===== src/sv/clt_pkg.sv =====
// Shared types, character codes and token kinds for the token lexer.
// No dependencies; imported by every module of the lexer.
package clt_pkg;

    localparam int OFFSET_WIDTH_DEF = 24;
    localparam int LINE_WIDTH_DEF   = 20;
    localparam int COLUMN_WIDTH_DEF = 16;

    localparam int TOK_OFF_W  = 24;
    localparam int TOK_LEN_W  = 16;
    localparam int TOK_LINE_W = 20;
    localparam int TOK_COL_W  = 16;
    localparam int FILE_W     = 16;
    localparam int KIND_W     = 5;

    localparam logic [2:0] M_IDLE   = 3'd0;
    localparam logic [2:0] M_IDENT  = 3'd1;
    localparam logic [2:0] M_SLASH  = 3'd2;
    localparam logic [2:0] M_LINE   = 3'd3;
    localparam logic [2:0] M_BLOCK  = 3'd4;
    localparam logic [2:0] M_BSTAR  = 3'd5;
    localparam logic [2:0] M_STRING = 3'd6;
    localparam logic [2:0] M_ESC    = 3'd7;

    localparam logic [4:0] K_DIVIDE    = 5'd16;
    localparam logic [4:0] K_INTEGER   = 5'd26;
    localparam logic [4:0] K_MACRO     = 5'd27;
    localparam logic [4:0] K_STRING    = 5'd28;
    localparam logic [4:0] K_IDENT     = 5'd29;
    localparam logic [4:0] K_MACRO_END = 5'd30;

    localparam logic [7:0] CH_HASH  = 8'h23;
    localparam logic [7:0] CH_QUOTE = 8'h22;
    localparam logic [7:0] CH_BSL   = 8'h5C;
    localparam logic [7:0] CH_LF    = 8'h0A;
    localparam logic [7:0] CH_CR    = 8'h0D;
    localparam logic [7:0] CH_SLASH = 8'h2F;
    localparam logic [7:0] CH_STAR  = 8'h2A;
    localparam logic [7:0] CH_UNDER = 8'h5F;
    localparam logic [7:0] CH_SPACE = 8'h20;
    localparam logic [7:0] CH_TAB   = 8'h09;

    typedef struct packed {
        logic [KIND_W-1:0]     kind;
        logic [TOK_OFF_W-1:0]  start;
        logic [TOK_LEN_W-1:0]  len;
        logic [TOK_LINE_W-1:0] line;
        logic [TOK_COL_W-1:0]  col;
        logic                  eol;
        logic                  unterm;
        logic                  bad;
    } t_tok;

    typedef struct packed {
        logic [1:0]       cnt;
        t_tok [2:0]       tok;
    } t_batch;

    // punctuation mark to kind; bit 5 set when the byte is a mark
    function automatic logic [5:0] punct_kind(input logic [7:0] b);
        logic [5:0] r;
        r = 6'd0;
        case (b)
            8'h5B: r = {1'b1, 5'd0};
            8'h5D: r = {1'b1, 5'd1};
            8'h3C: r = {1'b1, 5'd2};
            8'h3E: r = {1'b1, 5'd3};
            8'h7B: r = {1'b1, 5'd4};
            8'h7D: r = {1'b1, 5'd5};
            8'h28: r = {1'b1, 5'd6};
            8'h29: r = {1'b1, 5'd7};
            8'h2B: r = {1'b1, 5'd8};
            8'h2D: r = {1'b1, 5'd9};
            8'h2A: r = {1'b1, 5'd10};
            8'h25: r = {1'b1, 5'd11};
            8'h5E: r = {1'b1, 5'd12};
            8'h3F: r = {1'b1, 5'd13};
            8'h3A: r = {1'b1, 5'd14};
            8'h7E: r = {1'b1, 5'd15};
            8'h2F: r = {1'b1, 5'd16};
            8'h3D: r = {1'b1, 5'd17};
            8'h3B: r = {1'b1, 5'd18};
            8'h2E: r = {1'b1, 5'd19};
            8'h2C: r = {1'b1, 5'd20};
            8'h21: r = {1'b1, 5'd21};
            8'h26: r = {1'b1, 5'd22};
            8'h7C: r = {1'b1, 5'd23};
            8'h24: r = {1'b1, 5'd24};
            8'h40: r = {1'b1, 5'd25};
            default: r = 6'd0;
        endcase
        return r;
    endfunction

    function automatic logic is_ident_start(input logic [7:0] b);
        return (b inside {[8'h61:8'h7A], [8'h41:8'h5A]}) || (b == CH_UNDER);
    endfunction

    function automatic logic is_digit(input logic [7:0] b);
        return b inside {[8'h30:8'h39]};
    endfunction

endpackage


===== src/sv/c_like_token_lexer.sv =====
// Streaming lexer for C-like text: one source byte per request in, tokens out.
// A finished token is held until a later token or the final byte pushes it out.
// Takes one byte per cycle while each byte yields at most one token and the output
// accepts it; a byte that yields two or three tokens holds the input until they drain.
// Reset (synchronous, active low) clears the scanner, held token and file_id.
module c_like_token_lexer #(
    parameter int OFFSET_WIDTH = clt_pkg::OFFSET_WIDTH_DEF,
    parameter int LINE_WIDTH   = clt_pkg::LINE_WIDTH_DEF,
    parameter int COLUMN_WIDTH = clt_pkg::COLUMN_WIDTH_DEF
) (
    input  logic        i_clk,
    input  logic        i_rst_n,
    input  logic        s_axis_tvalid,
    output logic        s_axis_tready,
    input  logic [7:0]  s_axis_tdata,  // text_byte
    input  logic        s_axis_tlast,  // is_final
    output logic        m_axis_tvalid,
    input  logic        m_axis_tready,
    // start_offset[23:0], token_length[39:24], line_number[59:40],
    // column_number[75:60], file_number[91:76], ends_line[92],
    // string_unterminated[93], bad_character[94], zero[95]
    output logic [95:0] m_axis_tdata,
    output logic [4:0]  m_axis_tuser,  // token_kind
    output logic        m_axis_tlast,  // run_last
    input  logic        i_cfg_we,
    input  logic [15:0] i_cfg_wdata
);
    import clt_pkg::*;

    logic        take;
    logic        room;
    t_batch      batch;
    t_tok        tok;
    logic [FILE_W-1:0] r_file_id;

    assign s_axis_tready = room;
    assign take = s_axis_tvalid && room;

    always_ff @(posedge i_clk) begin
        if (!i_rst_n) r_file_id <= '0;
        else if (i_cfg_we) r_file_id <= i_cfg_wdata;
    end

    clt_core #(
        .OFFSET_WIDTH(OFFSET_WIDTH),
        .LINE_WIDTH  (LINE_WIDTH),
        .COLUMN_WIDTH(COLUMN_WIDTH)
    ) u_core (
        .i_clk  (i_clk),
        .i_rst_n(i_rst_n),
        .i_take (take),
        .i_byte (s_axis_tdata),
        .i_final(s_axis_tlast),
        .o_batch(batch)
    );

    clt_outq u_outq (
        .i_clk   (i_clk),
        .i_rst_n (i_rst_n),
        .i_load  (take),
        .i_batch (batch),
        .i_tready(m_axis_tready),
        .o_room  (room),
        .o_tvalid(m_axis_tvalid),
        .o_tok   (tok),
        .o_tlast (m_axis_tlast)
    );

    assign m_axis_tuser = tok.kind;
    assign m_axis_tdata = {1'b0, tok.bad, tok.unterm, tok.eol, r_file_id,
                           tok.col, tok.line, tok.len, tok.start};

endmodule


===== src/sv/clt_core.sv =====
// Scanner state and per-byte token logic of the lexer.
// Produces up to three finished tokens per byte. Depends on clt_pkg.
module clt_core #(
    parameter int OFFSET_WIDTH = clt_pkg::OFFSET_WIDTH_DEF,
    parameter int LINE_WIDTH   = clt_pkg::LINE_WIDTH_DEF,
    parameter int COLUMN_WIDTH = clt_pkg::COLUMN_WIDTH_DEF
) (
    input  logic           i_clk,
    input  logic           i_rst_n,
    input  logic           i_take,
    input  logic [7:0]     i_byte,
    input  logic           i_final,
    output clt_pkg::t_batch o_batch
);
    import clt_pkg::*;

    localparam logic [OFFSET_WIDTH-1:0] OFF_MAX  = '1;
    localparam logic [LINE_WIDTH-1:0]   LINE_MAX = '1;
    localparam logic [COLUMN_WIDTH-1:0] COL_MAX  = '1;

    logic [2:0]              r_mode, n_mode;
    logic [OFFSET_WIDTH-1:0] r_off, n_off, r_os, n_os;
    logic [LINE_WIDTH-1:0]   r_ln, n_ln, r_ol, n_ol;
    logic [COLUMN_WIDTH-1:0] r_cl, n_cl, r_oc, n_oc;
    logic [TOK_LEN_W-1:0]    r_olen, n_olen;
    logic                    r_mac, n_mac;
    t_tok                    r_held, n_held;
    logic                    r_hv, n_hv;

    logic [2:0] a_v;
    t_tok [2:0] a_t;
    logic       mark_eol;
    logic [5:0] pk;
    logic       idle;
    logic [1:0] cnt;
    t_tok [2:0] toks;

    function automatic t_tok mk(input logic [4:0] kind, input logic [OFFSET_WIDTH-1:0] st,
                                input logic [TOK_LEN_W-1:0] len,
                                input logic [LINE_WIDTH-1:0] ln,
                                input logic [COLUMN_WIDTH-1:0] cl,
                                input logic unterm, input logic bad);
        t_tok t;
        logic [OFFSET_WIDTH+TOK_OFF_W-1:0]  so;
        logic [LINE_WIDTH+TOK_LINE_W-1:0]   sl;
        logic [COLUMN_WIDTH+TOK_COL_W-1:0]  sc;
        so = {{TOK_OFF_W{1'b0}}, st};
        sl = {{TOK_LINE_W{1'b0}}, ln};
        sc = {{TOK_COL_W{1'b0}}, cl};
        t.kind   = kind;
        t.start  = so[TOK_OFF_W-1:0];
        t.len    = len;
        t.line   = sl[TOK_LINE_W-1:0];
        t.col    = sc[TOK_COL_W-1:0];
        t.eol    = 1'b0;
        t.unterm = unterm;
        t.bad    = bad;
        return t;
    endfunction

    always_comb begin
        n_mode = r_mode; n_off = r_off; n_ln = r_ln; n_cl = r_cl; n_mac = r_mac;
        n_os = r_os; n_ol = r_ol; n_oc = r_oc; n_olen = r_olen;
        n_held = r_held; n_hv = r_hv;
        a_v = 3'b000;
        a_t = '0;
        mark_eol = 1'b0;
        idle = 1'b0;
        cnt = 2'd0;
        toks = '0;
        pk = punct_kind(i_byte);

        // mode step; offset/column advance inline with saturation
        case (r_mode)
            M_IDENT: begin
                if (is_ident_start(i_byte) || is_digit(i_byte)) begin
                    if (n_olen != '1) n_olen = n_olen + 1'b1;
                    if (n_off != OFF_MAX) n_off = n_off + 1'b1;
                    if (n_cl != COL_MAX) n_cl = n_cl + 1'b1;
                end else begin
                    a_v[0] = 1'b1;
                    a_t[0] = mk(K_IDENT, r_os, r_olen, r_ol, r_oc, 1'b0, 1'b0);
                    n_mode = M_IDLE;
                    idle = 1'b1;
                end
            end
            M_SLASH: begin
                if (i_byte == CH_SLASH || i_byte == CH_STAR) begin
                    if (n_off != OFF_MAX) n_off = n_off + 1'b1;
                    if (n_cl != COL_MAX) n_cl = n_cl + 1'b1;
                    n_mode = (i_byte == CH_SLASH) ? M_LINE : M_BLOCK;
                end else begin
                    a_v[0] = 1'b1;
                    a_t[0] = mk(K_DIVIDE, r_os, r_olen, r_ol, r_oc, 1'b0, 1'b0);
                    n_mode = M_IDLE;
                    idle = 1'b1;
                end
            end
            M_LINE: begin
                if (i_byte == CH_LF || i_byte == CH_CR) begin
                    n_mode = M_IDLE;
                    idle = 1'b1;
                end else begin
                    if (n_off != OFF_MAX) n_off = n_off + 1'b1;
                    if (n_cl != COL_MAX) n_cl = n_cl + 1'b1;
                end
            end
            M_BLOCK, M_BSTAR: begin
                if (n_off != OFF_MAX) n_off = n_off + 1'b1;
                if (n_cl != COL_MAX) n_cl = n_cl + 1'b1;
                if (i_byte == CH_STAR) n_mode = M_BSTAR;
                else if (r_mode == M_BSTAR && i_byte == CH_SLASH) n_mode = M_IDLE;
                else n_mode = M_BLOCK;
            end
            M_STRING, M_ESC: begin
                if (n_olen != '1) n_olen = n_olen + 1'b1;
                if (n_off != OFF_MAX) n_off = n_off + 1'b1;
                if (i_byte == CH_LF) begin
                    if (n_ln != LINE_MAX) n_ln = n_ln + 1'b1;
                    n_cl = '0;
                end else if (n_cl != COL_MAX) begin
                    n_cl = n_cl + 1'b1;
                end
                n_mode = M_STRING;
                if (r_mode == M_STRING) begin
                    if (i_byte == CH_BSL) n_mode = M_ESC;
                    else if (i_byte == CH_QUOTE) begin
                        a_v[0] = 1'b1;
                        a_t[0] = mk(K_STRING, r_os, n_olen, r_ol, r_oc, 1'b0, 1'b0);
                        n_mode = M_IDLE;
                    end
                end
            end
            default: idle = 1'b1;
        endcase

        if (idle) begin
            if (i_byte == CH_SPACE || i_byte == CH_TAB || i_byte == CH_CR
                || i_byte == CH_LF) begin
                if (n_off != OFF_MAX) n_off = n_off + 1'b1;
                if (n_cl != COL_MAX) n_cl = n_cl + 1'b1;
                if (i_byte == CH_LF) begin
                    if (n_mac) begin
                        n_mac = 1'b0;
                        a_v[1] = 1'b1;
                        a_t[1] = mk(K_MACRO_END, n_off, 16'd1, n_ln, n_cl, 1'b0, 1'b0);
                    end
                    mark_eol = 1'b1;
                    if (n_ln != LINE_MAX) n_ln = n_ln + 1'b1;
                    n_cl = '0;
                end
            end else if (i_byte == CH_SLASH || i_byte == CH_QUOTE
                         || is_ident_start(i_byte)) begin
                n_os = n_off; n_ol = n_ln; n_oc = n_cl; n_olen = 16'd1;
                if (n_off != OFF_MAX) n_off = n_off + 1'b1;
                if (n_cl != COL_MAX) n_cl = n_cl + 1'b1;
                if (i_byte == CH_SLASH) n_mode = M_SLASH;
                else if (i_byte == CH_QUOTE) n_mode = M_STRING;
                else n_mode = M_IDENT;
            end else begin
                a_v[1] = 1'b1;
                if (is_digit(i_byte))
                    a_t[1] = mk(K_INTEGER, n_off, 16'd1, n_ln, n_cl, 1'b0, 1'b0);
                else if (i_byte == CH_HASH) begin
                    n_mac = 1'b1;
                    a_t[1] = mk(K_MACRO, n_off, 16'd1, n_ln, n_cl, 1'b0, 1'b0);
                end else if (pk[5])
                    a_t[1] = mk(pk[4:0], n_off, 16'd1, n_ln, n_cl, 1'b0, 1'b0);
                else
                    a_t[1] = mk(K_IDENT, n_off, 16'd0, n_ln, n_cl, 1'b0, 1'b1);
                if (n_off != OFF_MAX) n_off = n_off + 1'b1;
                if (n_cl != COL_MAX) n_cl = n_cl + 1'b1;
            end
        end

        if (i_final) begin
            if (n_mode == M_IDENT || n_mode == M_SLASH) begin
                a_v[2] = 1'b1;
                a_t[2] = mk((n_mode == M_IDENT) ? K_IDENT : K_DIVIDE, n_os, n_olen,
                            n_ol, n_oc, 1'b0, 1'b0);
            end else if (n_mode == M_STRING || n_mode == M_ESC) begin
                a_v[2] = 1'b1;
                a_t[2] = mk(K_STRING, n_os, n_olen, n_ol, n_oc, 1'b1, 1'b0);
            end
        end

        // appends in order: each pushes out the held token
        for (int i = 0; i < 3; i++) begin
            if (a_v[i]) begin
                if (n_hv && cnt != 2'd3) begin
                    toks[cnt] = n_held;
                    cnt = cnt + 2'd1;
                end
                n_held = a_t[i];
                n_hv = 1'b1;
            end
            if (i == 1 && mark_eol && n_hv) n_held.eol = 1'b1;
        end

        if (i_final) begin
            if (n_hv && cnt != 2'd3) begin
                toks[cnt] = n_held;
                cnt = cnt + 2'd1;
            end
            n_mode = M_IDLE; n_off = '0; n_ln = '0; n_cl = '0; n_mac = 1'b0;
            n_os = '0; n_ol = '0; n_oc = '0; n_olen = '0;
            n_held = '0; n_hv = 1'b0;
        end
    end

    assign o_batch.cnt = cnt;
    assign o_batch.tok = toks;

    always_ff @(posedge i_clk) begin
        if (!i_rst_n) begin
            r_mode <= M_IDLE; r_off <= '0; r_ln <= '0; r_cl <= '0; r_mac <= 1'b0;
            r_os <= '0; r_ol <= '0; r_oc <= '0; r_olen <= '0;
            r_held <= '0; r_hv <= 1'b0;
        end else if (i_take) begin
            r_mode <= n_mode; r_off <= n_off; r_ln <= n_ln; r_cl <= n_cl; r_mac <= n_mac;
            r_os <= n_os; r_ol <= n_ol; r_oc <= n_oc; r_olen <= n_olen;
            r_held <= n_held; r_hv <= n_hv;
        end
    end

endmodule


===== src/sv/clt_outq.sv =====
// Result register for one byte's batch of up to three tokens, drained in order.
// Depends on clt_pkg.
module clt_outq (
    input  logic            i_clk,
    input  logic            i_rst_n,
    input  logic            i_load,
    input  clt_pkg::t_batch i_batch,
    input  logic            i_tready,
    output logic            o_room,
    output logic            o_tvalid,
    output clt_pkg::t_tok   o_tok,
    output logic            o_tlast
);
    import clt_pkg::*;

    t_tok [2:0] r_tok;
    logic [1:0] r_left;
    logic [1:0] r_rd;

    assign o_tvalid = (r_left != 2'd0);
    assign o_tlast  = (r_left == 2'd1);
    assign o_tok    = r_tok[r_rd];
    assign o_room   = (r_left == 2'd0) || (r_left == 2'd1 && i_tready);

    always_ff @(posedge i_clk) begin
        if (!i_rst_n) begin
            r_left <= 2'd0;
            r_rd   <= 2'd0;
        end else if (i_load) begin
            r_left <= i_batch.cnt;
            r_rd   <= 2'd0;
        end else if (o_tvalid && i_tready) begin
            r_left <= r_left - 2'd1;
            r_rd   <= r_rd + 2'd1;
        end
    end

    always_ff @(posedge i_clk) begin
        if (i_load) r_tok <= i_batch.tok;
    end

endmodule

===== config.mk =====
export PLATFORM = sky130hd
export DESIGN_NAME = c_like_token_lexer
export DESIGN_NICKNAME = d
export VERILOG_FILES = /design/src/sv/clt_pkg.sv /design/src/sv/c_like_token_lexer.sv /design/src/sv/clt_core.sv /design/src/sv/clt_outq.sv
export SDC_FILE = /design/constraint.sdc
export NUM_CORES = 2
export LEC_CHECK = 0
export BUFFER_PORTS_ARGS = -buffer_cell sky130_fd_sc_hd__buf_4
export CAP_MARGIN = 40
export CORE_AREA = 2 2 300 302
export DETAILED_ROUTE_END_ITERATION = 10
export DIE_AREA = 0 0 302 304
export GPL_TIMING_DRIVEN = 1
export RECOVER_POWER = 100
export SYNTH_ARGS = -nofsm -noshare
export SYNTH_HDL_FRONTEND = slang
export SYNTH_SLANG_ARGS = --single-unit

===== constraint.sdc =====
create_clock -name i_clk -period 20.2 [get_ports i_clk]
set_input_delay 0 -clock i_clk [delete_from_list [all_inputs] [get_ports i_clk]]
set_output_delay 0 -clock i_clk [all_outputs]
set_load 0.02 [all_outputs]

==> impl_metrics.csv <==
group,metric,value,unit
clock_tree,clk_pin_slew,0.07,ns
synthesis,synth.avg_cell_area,8.34,um^2
clock_tree,clock_sinks,497,
synthesis,seq_area_frac_synth,0.405,
clock_tree,h-tree-depth,2,
sta,clock.fmax,77.5,MHz
critical_path,crit_chain,"clkbuf_1 -> nor2b_1 -> o311ai_0 -> a21oi_1 -> a211o_1 -> clkbuf_1 -> a211o_1 -> a211oi_1 -> o211ai_1 -> clkbuf_1 -> mux2i_1 -> ha_1 -> nand2b_1 -> inv_1 -> o211ai_1 -> clkbuf_1 -> nand2_1 -> clkbuf_1 -> nor2_1 -> a32o_1",
route,first_pass_iters,7,
sta,slew_viol_final,1131,
sta,worst_slew_pin_slew,3.07,ns
power,power,0.00325,W
global_route,grt_max_degree,66,
clock_tree,numCtsBuffers,53,
global_route,antenna_found_initial,3,
route,ant_nets,0,
critical_path,cp_max_fo,54,
outcome,failed_checks,"capacitance limit, slew limit",
sta,fin_crit,12.90,ns
sta,holdWs,0.119,ns
synthesis,synth_compound_area_frac,0.262,
power,internal_power,0.00206,W
synthesis,synth_fa_ha_area_frac,0.0108,
critical_path,arrival,13.40,ns
critical_path,cp_common_cell,"clkbuf_1",
placed_design,gp_congestion,0.926,
clock_tree,cts_resized,0,
synthesis,synthXorXnorAreaFrac,0.0268,
cells_and_area,multi_input_area,0.0171,mm^2
die,ios,134,
sta,finClkSkew,0.0279,ns
clock_tree,hold_buffers,36,
die,die_area,0.0918,mm^2
placed_design,hpwl,80900,um
sta,hold_viol,0,
power,power.share.sequential,0.411,
synthesis,synth.most_common_cell,"nand2_1",
clock_tree,cts-root-buf,"clkbuf_16",
global_route,grt.total_usage,0.257,
cells_and_area,area_delta_synth_final,12.8,%
critical_path,startpoint,"s_axis_tdata[6]",
cells_and_area,fill_cells,8999,
hold_path,min_from,"s_axis_tdata[7]",
critical_path,cp.required,20.71,ns
die,row_count,110,
critical_path,r2r_start,"u_core.r_mode[1]$_SDFFE_PN0P_",
cells_and_area,utilization,0.390,
power,p_leak,11.3,nW
power,switchingPower,0.00119,W
die,die_w,302,um
route,drt_iter0_drc,3917,
sta,setup_viol,0,
cells_and_area,fin_nets,3785,
synthesis,synth_top_area_frac,0.246,
die,fp.dieH,304,um
critical_path,crit_buf_inv,6,
synthesis,synthArstFlopShare,0,
critical_path,worst_setup_path_start_kind,"primary input",
sta,rsz0062_at_grt,"no",
sta,tns,0,ns
synthesis,synth_top_family_by_area,"compound AO/OA/AOI/OAI gates",
synthesis,synth_top_cells_by_area,"edfxtp_1 (25%), dfxtp_1 (16%), o21ai_0 (7.2%)",
route,routed_wl,122000,um
sta,slew_headroom,-1.05,
clock_tree,cts_tree,"built",
outcome,status,"complete, but fails checks",
synthesis,netlist_instances,3696,
power,p_sw_frac,0.367,
critical_path,critical-path-top-delay-family,"buffers and inverters",
route,vias,30520,
global_route,grt_pass1_wl,181000,um
global_route,grt.overflow.total,0,
critical_path,crit_type,"in2reg",
power,p_per_area,93.5,mW/mm^2
synthesis,ys.flop_type,"edfxtp_1",
synthesis,synth_commonest_cells,"nand2_1 (563), o21ai_0 (443), nor2_1 (327)",
critical_path,critPathMaxStageDelay,2.04,ns
synthesis,yosysWarningCount,0,
hold_path,hp-class,"in2reg",
cells_and_area,seq_area,0.0125,mm^2
run,drv_cap,31,
synthesis,synth_cell_types,99,
route,vias_per_cell,6.16,
clock_tree,post_cts.repair.setup_buffers,0,
route,route.detailed.drc,0,
synthesis,yosys.area_share.simple,0.188,
synthesis,yosysTopAreaCell,"edfxtp_1",
sta,min_period_over_period,0.638,
synthesis,syn_area,0.0308,mm^2
placed_design,port_buffers,132,
power,ir_drop,67.2,uV
critical_path,cp-end-kind,"flop",
clock_tree,clock_latency,0.65,ns
synthesis,syn_nets,3752,
cells_and_area,drive_gt1_frac,0.0686,
power,power_frac_comb,0.273,
critical_path,critPathSlowestCell,"clkbuf_1",
die,coreArea,0.0890,mm^2
clock_tree,cts_buffer_depth,3,
synthesis,synth_edf_count,252,
synthesis,synthMuxAreaShare,0.0637,
power,clkPwrFrac,0.316,
synthesis,ys_seq_elements,497,
global_route,grt_pass1_vias,27907,
route,routedWlPerCell,24.6,um
die,initial_core_util,0.346,
==> per-stage QoR <==
stage	cells	area, um^2	setup WS, ns
global route	4950	34800	6.90
finish	4951	34800	7.30
CTS	4950	35500	13.00
global placement	4784	32900	12.23
detailed placement	4814	33400	12.32
floorplan	3696	30800	11.26
==> power by group through the flow <==
stage          registers, W  logic (W)  clock network [W]
6_report            0.00134   0.000887            0.00103
5_1_grt             0.00135   0.000931            0.00107
4_1_cts             0.00132   0.000969            0.00103
3_5_place_dp        0.00134   0.000960                  0
3_3_place_gp        0.00134   0.000923                  0
2_1_floorplan       0.00137   0.000538                  0
==> final cells by class <==
class                           count  share of cell area
Sequential cell                   497               0.359
Multi-Input combinational cell   2854               0.491
Clock inverter                     28             0.00864
Antenna cell                        1           0.0000720
Inverter                           42             0.00461
Timing Repair Buffer              281              0.0509
Clock buffer                       72              0.0431
Tap cell                         1176              0.0423
==> worst reg2reg max path, cell delays in order (launching register included) <==
cell and delay (ns):
dfxtp_1 0.60, nor2_1 0.10, nand2_1 0.19, a211o_1 0.13
clkbuf_1 0.81, a211o_1 1.79, a211oi_1 0.65, o211ai_1 0.33
clkbuf_1 1.74, mux2i_1 0.55, ha_1 0.27, nand2b_1 0.11
inv_1 0.08, o211ai_1 0.22, clkbuf_1 2.04, nand2_1 1.39
clkbuf_1 0.78, nor2_1 0.40, a32o_1 0.21
==> registers in the layout, indices dropped and copies added (netlist names) <==
| signal | count |
|---|---|
| r_file_id | 16 |
| u_core.r_cl | 16 |
| u_core.r_held | 84 |
| u_core.r_hv | 1 |
| u_core.r_ln | 20 |
| u_core.r_mac | 1 |
| u_core.r_mode | 3 |
| u_core.r_oc | 16 |
| u_core.r_off | 24 |
| u_core.r_ol | 20 |
| u_core.r_olen | 16 |
| u_core.r_os | 24 |
| u_outq.r_left | 2 |
| u_outq.r_rd | 2 |
| u_outq.r_tok | 252 |
==> cells in the final DEF (no fill, tap or decap), drive strengths merged, types with 11 or more instances in the layout <==
cell type | Yosys | routed
a221oi | 11 | 11
nor4 | 34 | 34
and3 | 32 | 32
clkinv | 4 | 15
a311oi | 23 | 23
mux2i | 185 | 185
ha | 25 | 25
nand4 | 38 | 38
a22o | 62 | 62
nand2 | 563 | 563
xor2 | 38 | 38
o31ai | 16 | 16
a21oi | 219 | 219
or2 | 11 | 11
nand3 | 80 | 80
nand2b | 12 | 12
nor3 | 76 | 76
o211ai | 33 | 33
o22a | 32 | 32
and2 | 30 | 30
and4 | 12 | 12
dfxtp | 245 | 245
clkbuf | 247 | 212
xnor2 | 54 | 54
o221ai | 47 | 47
or3 | 22 | 22
dlygate4sd3 | 0 | 36
o22ai | 65 | 65
edfxtp | 252 | 252
nor2 | 328 | 328
o21ai | 452 | 452
buf | 56 | 103
a21o | 13 | 13
nor2b | 15 | 15
inv | 38 | 42
a22oi | 56 | 56
a211oi | 35 | 35
a31oi | 55 | 55
==> final timing paths <==
| kind | slack (ns) | to | cells after the start |
|---|---|---|---|
| worst max-delay path | 7.30 | u_outq.r_tok[84]$_DFFE_PP_ | 20 |
| worst min-delay path | 0.12 | u_core.r_held[79]$_SDFFE_PN0P_ | 4 |
| worst max register to register | 7.69 | u_outq.r_tok[84]$_DFFE_PP_ | 18 |
| worst min register to register | 0.48 | u_core.r_held[82]$_SDFFE_PN0P_ | 2 |
==> kinds of logic after synthesis <==
| family | Yosys count |
|---|---|
| AOI/OAI and AO/OA | 1249 |
| muxes | 195 |
| adders and majority gates | 26 |
| other | 1 |
| and+or+nand+nor | 1291 |
| buffers and inverters | 345 |
| DFF | 497 |
| xor gates and xnor gates | 92 |
==> layer usage <==
layer | wire [um] | GRT usage | vias up
met3 | 14200 | 0.0590 | 348
met4 | 6430 | 0.113 | 4
met1 | 50200 | 0.357 | 14535
li1 | - | - | 13866
met5 | 28 | 0 | -
met2 | 50900 | 0.377 | 1767
No activity file was read; power rests on OpenSTA's default activity.
